## config.mk

```make
export PLATFORM = sky130hd
export DESIGN_NAME = pblt_log
export DESIGN_NICKNAME = d
export VERILOG_FILES = /design/src/sv/pblt_pkg.sv /design/src/sv/pblt_log.sv
export SDC_FILE = /design/constraint.sdc
export NUM_CORES = 2
export LEC_CHECK = 0
export ABC_CLOCK_PERIOD_IN_PS = 8600
export BUFFER_PORTS_ARGS = -buffer_cell sky130_fd_sc_hd__buf_4
export CORE_MARGIN = 2
export CORE_UTILIZATION = 60
export CTS_CLUSTER_DIAMETER = 60
export CTS_CLUSTER_SIZE = 30
export DETAILED_ROUTE_END_ITERATION = 6
export GPL_TIMING_DRIVEN = 0
export HOLD_SLACK_MARGIN = 0.1
export PLACE_DENSITY = 0.79
export SLEW_MARGIN = 20
export SYNTH_ARGS = -nofsm -noshare
export SYNTH_HDL_FRONTEND = slang
export SYNTH_SLANG_ARGS = --single-unit
```

## constraint.sdc

```tcl
create_clock -name clk -period 8.6 [get_ports clk]
set_input_delay 0.43 -clock clk [delete_from_list [all_inputs] [get_ports clk]]
set_output_delay 0.43 -clock clk [all_outputs]
set_load 0.05 [all_outputs]
```

## src/sv/pblt_pkg.sv

```systemverilog
// ----------------------------------------------------------------------------
// pblt_pkg
// Shared constants, log format and lse correction table for the log-tail unit.
// ----------------------------------------------------------------------------
package pblt_pkg;

  localparam int LOG_W                  = 28;
  localparam int MAX_TAIL_COUNT_DEF     = 64;
  localparam int LOG_FRAC_BITS_DEF      = 16;
  localparam int LSE_TABLE_SIZE         = 24;
  localparam logic signed [LOG_W-1:0] LOG_FLOOR = {1'b1, {(LOG_W-1){1'b0}}};
  localparam logic [29:0] LN2_Q30       = 30'd744261118;

  typedef logic signed [LOG_W-1:0] log_t;

  // ln(1 + exp(-x)) in Q16, x = (i + 0.5) / 2
  function automatic logic [15:0] lse_corr(input logic [4:0] idx);
    logic [15:0] v;
    case (idx)
      5'd0:    v = 16'd37745;
      5'd1:    v = 16'd25354;
      5'd2:    v = 16'd16510;
      5'd3:    v = 16'd10500;
      5'd4:    v = 16'd6567;
      5'd5:    v = 16'd4061;
      5'd6:    v = 16'd2493;
      5'd7:    v = 16'd1523;
      5'd8:    v = 16'd928;
      5'd9:    v = 16'd565;
      5'd10:   v = 16'd343;
      5'd11:   v = 16'd208;
      5'd12:   v = 16'd126;
      5'd13:   v = 16'd77;
      5'd14:   v = 16'd47;
      5'd15:   v = 16'd28;
      5'd16:   v = 16'd17;
      5'd17:   v = 16'd10;
      5'd18:   v = 16'd6;
      5'd19:   v = 16'd4;
      5'd20:   v = 16'd2;
      5'd21:   v = 16'd1;
      5'd22:   v = 16'd1;
      5'd23:   v = 16'd1;
      default: v = 16'd0;
    endcase
    return v;
  endfunction

endpackage

```

## src/sv/pblt_log.sv

```systemverilog
// ----------------------------------------------------------------------------
// pblt_log
// Iterative ln(x / 65536): normalize, one square-and-compare per fraction bit,
// then scale by ln 2.
// ----------------------------------------------------------------------------
module pblt_log #(
  parameter int LOG_FRAC_BITS = pblt_pkg::LOG_FRAC_BITS_DEF
) (
  input  logic                clk,
  input  logic                rst_n,
  input  logic                start,
  input  logic [16:0]         x,
  output logic                done,
  output pblt_pkg::log_t      result
);

  localparam int CW = $clog2(LOG_FRAC_BITS);
  localparam int NW = LOG_FRAC_BITS + 5;
  localparam int PW = NW + 30;

  typedef enum logic [1:0] {S_IDLE, S_SQ, S_MUL, S_FIN} st_t;

  st_t                      state_r;
  logic [CW-1:0]            cnt_r;
  logic [30:0]              m_r;
  logic [LOG_FRAC_BITS-1:0] frac_r;
  logic [4:0]               e_r;
  logic                     zero_r;
  logic [PW-1:0]            prod_r;

  logic [4:0]  e_c;
  logic [47:0] norm;
  logic [61:0] sq;
  logic [31:0] t;
  logic [NW-1:0] neg;
  logic [PW:0] rnd;
  logic [31:0] mag;

  always_comb begin
    e_c = 5'd0;
    for (int i = 1; i < 17; i++) begin
      if (x[i]) e_c = 5'(i);
    end
    norm = 48'(x) << (5'd30 - e_c);
    sq   = 62'(m_r) * 62'(m_r);
    t    = sq[61:30];
    neg  = (NW'(5'd16 - e_r) << LOG_FRAC_BITS) - NW'(frac_r);
    rnd  = (PW+1)'(prod_r) + ((PW+1)'(1) << 29);
    mag  = 32'(rnd[PW:30]);
  end

  always_ff @(posedge clk) begin
    if (!rst_n) begin
      state_r <= S_IDLE;
      done    <= 1'b0;
    end else begin
      done <= 1'b0;
      case (state_r)
        S_IDLE: begin
          if (start) begin
            e_r     <= e_c;
            zero_r  <= (x == 17'd0);
            m_r     <= norm[30:0];
            frac_r  <= '0;
            cnt_r   <= '0;
            state_r <= S_SQ;
          end
        end
        S_SQ: begin
          if (t[31]) begin
            m_r    <= t[31:1];
            frac_r <= {frac_r[LOG_FRAC_BITS-2:0], 1'b1};
          end else begin
            m_r    <= t[30:0];
            frac_r <= {frac_r[LOG_FRAC_BITS-2:0], 1'b0};
          end
          cnt_r <= cnt_r + 1'b1;
          if (cnt_r == CW'(LOG_FRAC_BITS - 1)) state_r <= S_MUL;
        end
        S_MUL: begin
          prod_r  <= PW'(neg) * PW'(pblt_pkg::LN2_Q30);
          state_r <= S_FIN;
        end
        S_FIN: begin
          if (zero_r || mag > 32'd134217728) begin
            result <= pblt_pkg::LOG_FLOOR;
          end else begin
            result <= pblt_pkg::log_t'(-mag);
          end
          done    <= 1'b1;
          state_r <= S_IDLE;
        end
        default: state_r <= S_IDLE;
      endcase
    end
  end

endmodule

```

# Word-level counts from Yosys, hierarchy flattened
# Index checks and enable logic that the tools add are counted.
[word_totals]
ff_bits = 138
[classes]
add_sub_neg = 6
multipliers = 2
n_lt_le_gt_ge = 1
n_eq_ne = 6
shift = 1
mux = 28
reduce_logical = 9
[op_table]
columns = ["operator", "n"]
rows = [
  ["2-to-1 mux 5 bit", 14],
  ["multiplier 31 x 31 -> 62 bit", 1],
  ["2-to-1 mux 31 bit", 2],
  ["one-hot mux 31 bit (2 select lines)", 1],
  ["adder 51 x 30 -> 52 bit, second input constant", 1],
  ["multiplier 21 x 29 -> 50 bit, second input constant", 1],
  ["one-hot mux 16 bit (2 select lines)", 1],
  ["left shift 17 x 5 -> 31 bit", 1],
  ["> comparator 22 x 28 -> 1 bit, second input constant", 1],
  ["negator 22 -> 28 bit", 1],
  ["subtractor 21 x 16 -> 21 bit", 1],
  ["logical NOT 17 bit", 1],
  ["2-to-1 mux 16 bit", 1],
  ["subtractor 5 bit, first input constant", 2],
  ["one-hot mux 2 bit (4 select lines)", 1],
  ["one-hot mux 4 bit (2 select lines)", 1],
  ["2-to-1 mux 2 bit", 3],
  ["AND reduction 2 bit", 3],
  ["AND reduction 3 bit", 2],
  ["adder 4 x 1 -> 4 bit, second input constant", 1],
  ["== test 2 bit, second input constant", 2],
  ["== test 4 bit, second input constant", 1],
  ["2-to-1 mux 4 bit", 1],
  ["!= test 2 bit, second input constant", 2],
  ["5 further kinds", 7],
]

# Logic depth before layout (Yosys ltp)
[logic_depth]
ltp_word = 20
mapped_depth = 34

# Least setup slack after synthesis
# Ideal clock, no wire load.
[synth_timing]
path_kind = "register to register"
from = "register frac_r[0]"
to = "register prod_r[44], data pin"
setup_ps = 259
arrival_time_ps = 7906
required_time_ps = 8341
setup_slack_ps = 435
path_stages_with_launch = 34
synth_period_minus_slack_ps = 8165
path_cell_list = "edfxtp_1 > clkbuf_1 > inv_1 > ha_1 > nand2_1 > or3_1 > nor2_1 > nand2_1 > nand2_1 > nand4b_1 > xor2_1 > fa_1 > xor2_1 > ha_1 > or2_2 > clkbuf_1 > xor2_1 > ha_1 > inv_1 > fa_1 > fa_1 > fa_1 > fa_1 > inv_1 > ha_1 > a21o_1 > a21o_1 > a21oi_1 > nand3_1 > a2111o_1 > and3_1 > a311o_1 > a21oi_1 > xnor2_1"
[synth_between]
elab_chain_len = 2
[synth_lines]
columns = ["item", "line", "text"]
rows = [
  ["start, declared", "pblt_log.sv:26", "logic [LOG_FRAC_BITS-1:0] frac_r;"],
  ["start signal, assigned", "pblt_log.sv:72", "frac_r <= {frac_r[LOG_FRAC_BITS-2:0], 1'b1};"],
  ["start signal, assigned", "pblt_log.sv:75", "frac_r <= {frac_r[LOG_FRAC_BITS-2:0], 1'b0};"],
  ["subtractor 21 x 16 -> 21 bit", "pblt_log.sv:47", "neg = (NW'(5'd16 - e_r) << LOG_FRAC_BITS) - NW'(frac_r);"],
  ["multiplier 21 x 29 -> 50 bit", "pblt_log.sv:81", "prod_r <= PW'(neg) * PW'(pblt_pkg::LN2_Q30);"],
  ["end signal, assigned", "pblt_log.sv:81", ""],
  ["end, declared", "pblt_log.sv:29", "logic [PW-1:0] prod_r;"],
]
# Every way passes these cells.
# A chain may end at the register's enable or synchronous reset.

# Final worst setup path
[layout_timing]
from = "register frac_r[4]"
to = "register prod_r[44], data pin"
# Same word-level chain as after synthesis.

==> results.md <==
Cells and area:
- The final standard cell utilization of the core is 65.11%.
- The sequential cell area in the final layout is 0.003273 sq mm.
- Compared with the post-synthesis result, the final layout area differs by 7.758%.
- The number of nets at the end of the flow is 6089.
- The post-route netlist has 8.208% of its cells at a drive strength greater than 1.
- Fill cells in the final layout number 5590.
- In the final layout, the multi-input gates occupy 0.03499 sq mm.

Placement:
- Port buffering added 47 buffers.
- At the placement stage, the worst setup path has a slack of -1.578 ns.
- At the end of routability-driven placement, the weighted congestion stood at 1.017.
- After legalization and detailed placement, the total HPWL measured 97920 microns.

Worst setup path:
- The largest fanout on the critical path is 4.
- The data arrival time at the worst-slack endpoint is 8.69 ns.
- The delay of the slowest critical-path stage is 0.59 ns.
- Across all register-to-register paths, the minimum setup slack is 0.02 ns.
- The launch point of the critical path is frac_r[4].
- The worst flop-to-flop path startpoint is frac_r[4].
- The endpoint kind of the worst setup timing path is a flip-flop.
- The critical path is of the flip-flop to flip-flop type.
- The largest individual stage delay along the critical path comes from the cell fa_1.
- STA classifies the critical path startpoint as a flip-flop.
- In this design, the critical path's most frequently occurring cell is fa_1.
- At the worst endpoint, the required time is 8.71 ns.

Synth:
- In the synthesized netlist the async set-or-reset flop fraction comes to 0%.
- The number of nets in the synthesized netlist is 5964.
- The most used flip-flop cell after synthesis is edfxtp_1.
- The synthesis warning total is 0.
- The mean area per synthesized cell is 9.617 sq um.
- After synthesis the netlist holds a flip-flop and latch count of 110.
- The gate count of the mapped netlist is 4476.
- The number of flops mapped to enable cells by yosys is 107.
- The unique cell type count in the Yosys netlist is 95.
- Sequential cells were found to cover 7.604% of the synthesized design area.
- The synthesized netlist occupies a cell area of 0.04304 sq mm.

Route:
- The routed via count divided by cell count is 5.687.
- The DRC violation total after the first TritonRoute iteration is 2898.
- The routed layout has 31610 vias.
- The count of nets left with antenna violations after detail routing is 0.
- The routed wire length per instance is 20.96 microns.
- The remaining routing DRC violations is 0.
- The total detailed-routing wirelength is 116500 microns.
- The number of detailed-route iterations in the first pass is 6.

STA:
- The worst path uses 99.80% of the clock period.
- The slew of the pin with the lowest slew margin is 1.093 ns.
- The final hold violation count is 0.
- The total count of max-transition violations in the final report is 0.
- Setup repair after global routing could not meet its margin everywhere.
- The minimum period implied by the final worst setup slack is 8.583 ns.
- Setup violations remaining at the end of the flow were counted as 0.
- The maximum clock frequency is 0.1165 GHz.
- For the final database, setup skew stands at 0.01568 ns.
- The final worst setup slack is 0.01683 ns.
- The normalized max-slew margin is 26.87%.

CTS:
- The total of hold buffers inserted after clock tree synthesis is 0.
- The clock drives 110 sinks.
- The clock tree root driver cell is clkbuf_16.
- After clock tree synthesis, the clock-pin slew on the worst setup and hold paths is 0.07 ns.
- TritonCTS built the clock tree.
- No sink is reached through more buffers than the 2 on the longest clock path.
- Clock latency on the worst-skew pair, taken at its later pin, is 0.37 ns.
- The H-tree was split into 3 levels.
- Buffers inserted during clock tree synthesis total 9.

Die:
- The floorplan has 98 rows.
- The floorplan step defined a die boundary enclosing 0.07390 sq mm.
- The die is 271.8 microns wide.
- The top-level port count is 49.
- The initial cell density of the core is 60.42%.
- The area of the core region is 0.07124 sq mm.
- The vertical extent of the die is 271.8 microns.

GRT:
- The met2 routing resource usage after global routing is 50.60%.
- The overall track demand over capacity in global routing is 32.41%.
- In the global route stage, met1 resource usage came out at 43.48%.
- In this run the most used layer during global routing was met2.
- The pin count of the biggest net entering global routing is 29.
- The global-route wire length before repair is 183000 microns.
- The number of antenna violations at the first check in global routing is 4.
- The number of global-route vias before repair is 33650.
- For this run the aggregate overflow at the end of global routing stands at 0.
- The met3 capacity usage during global routing is 8.322%.

Worst hold path:
- The startpoint of the tightest hold check path is x[16].
- The worst hold path belongs to the class input pin to flip-flop.

Job:
- Across the run, the number of max-cap violations was 0.

Run status:
- The flow ran to the end, and the final reports show no timing, DRC or antenna violations.
[critical path, delay by kind of cell, from the launching register on]
kind | cells | cell delay (ns)
compound gates | 6 | 1.64
fa+ha+maj | 8 | 3.32
xor+xnor | 4 | 0.71
flops | 1 | 0.46
simple gates | 10 | 1.93
buf+inv | 3 | 0.29
[cells in the mapped netlist (17+ instances only)]
library cell / n / area, sq um
nor3_1: 34 / 170.2
nand2_1: 315 / 1182
nor2b_1: 25 / 156.4
a211oi_1: 17 / 127.6
fa_1: 952 / 19060
inv_1: 1260 / 4730
o21ai_0: 63 / 315.3
and2_1: 190 / 1189
clkbuf_1: 110 / 412.9
a21o_1: 59 / 442.9
and3_1: 19 / 118.9
nand4_1: 25 / 156.4
or2_2: 17 / 106.4
ha_1: 516 / 6456
nor2_1: 180 / 675.7
nand3_1: 32 / 160.2
a21oi_1: 132 / 660.6
edfxtp_1: 107 / 3213
nand2b_1: 17 / 106.4
xnor2_1: 81 / 709.4
mux2i_1: 44 / 440.4
xor2_1: 51 / 446.7
[through the flow]
stage          hold slack, ns  setup TNS [ns]  std cells  cell area (sq um)
2_1_floorplan          0.5093               0       4476              43040
3_3_place_gp           0.5356          -44.02       5473              44590
3_5_place_dp           0.5627          -47.92       5475              44660
4_1_cts                0.3129       -0.008899       5517              45580
5_1_grt                0.3213          -1.351       5556              46380
6_report               0.3214               0       5559              46380
[timing repair]
action	CTS	global route
endpoints found under the setup margin	54	49
gates resized for setup	134	177
gates cloned	0	0
pin swaps	7	39
buffers inserted	35	42
[metal layers]
| layer | routed length, microns | part of all wire (%) |
|---|---|---|
| met1 | 44910 | 39 |
| met5 | 26 | 0.022 |
| met4 | 5893 | 5.1 |
| met2 | 53080 | 46 |
| met3 | 12590 | 11 |
[layout make-up]
type                            count  share of cell area, %
Clock inverter                      5                 0.1403
Timing Repair Buffer              126                  2.242
Inverter                         1268                  10.32
Tap cell                          950                  2.563
Sequential cell                   110                  7.057
Multi-Input combinational cell   2968                  75.43
Clock buffer                       10                 0.4936
Antenna cell                        4                0.02158
Buffer                            118                  1.737
[cells in the final DEF, fill, tap and decap left out, types with 76 or more instances in the layout]
cell      count
inv_1      1250
fa_1        944
ha_1        505
nand2_1     313
and2_1      189
nor2_1      171
buf_4       137
a21oi_1     120
edfxtp_1    107
xnor2_1      76
[sequential cells by signal, summed over array words and instances (netlist names)]
signal,flops
done,1
m_r,31
result,28
e_r,5
prod_r,22
cnt_r,4
frac_r,16
state_r,2
zero_r,1
[path summary, 6_finish.rpt]
check                     to  cells past startpoint
setup / recovery  prod_r[44]                     31
hold / removal        e_r[4]                      1
setup reg to reg  prod_r[44]                     31
hold reg to reg   state_r[0]                      2
[logic make-up after synthesis]
group	share of synthesized area, %
xor+xnor	2.724
simple gates	10.39
fa+ha+maj	59.28
mux	1.520
buf+inv	12.33
flops	7.604
compound gates	6.160
Power is left out: the tool's default activity adds up to more than one toggle a clock period on the data nets, which glitch-free logic cannot reach.
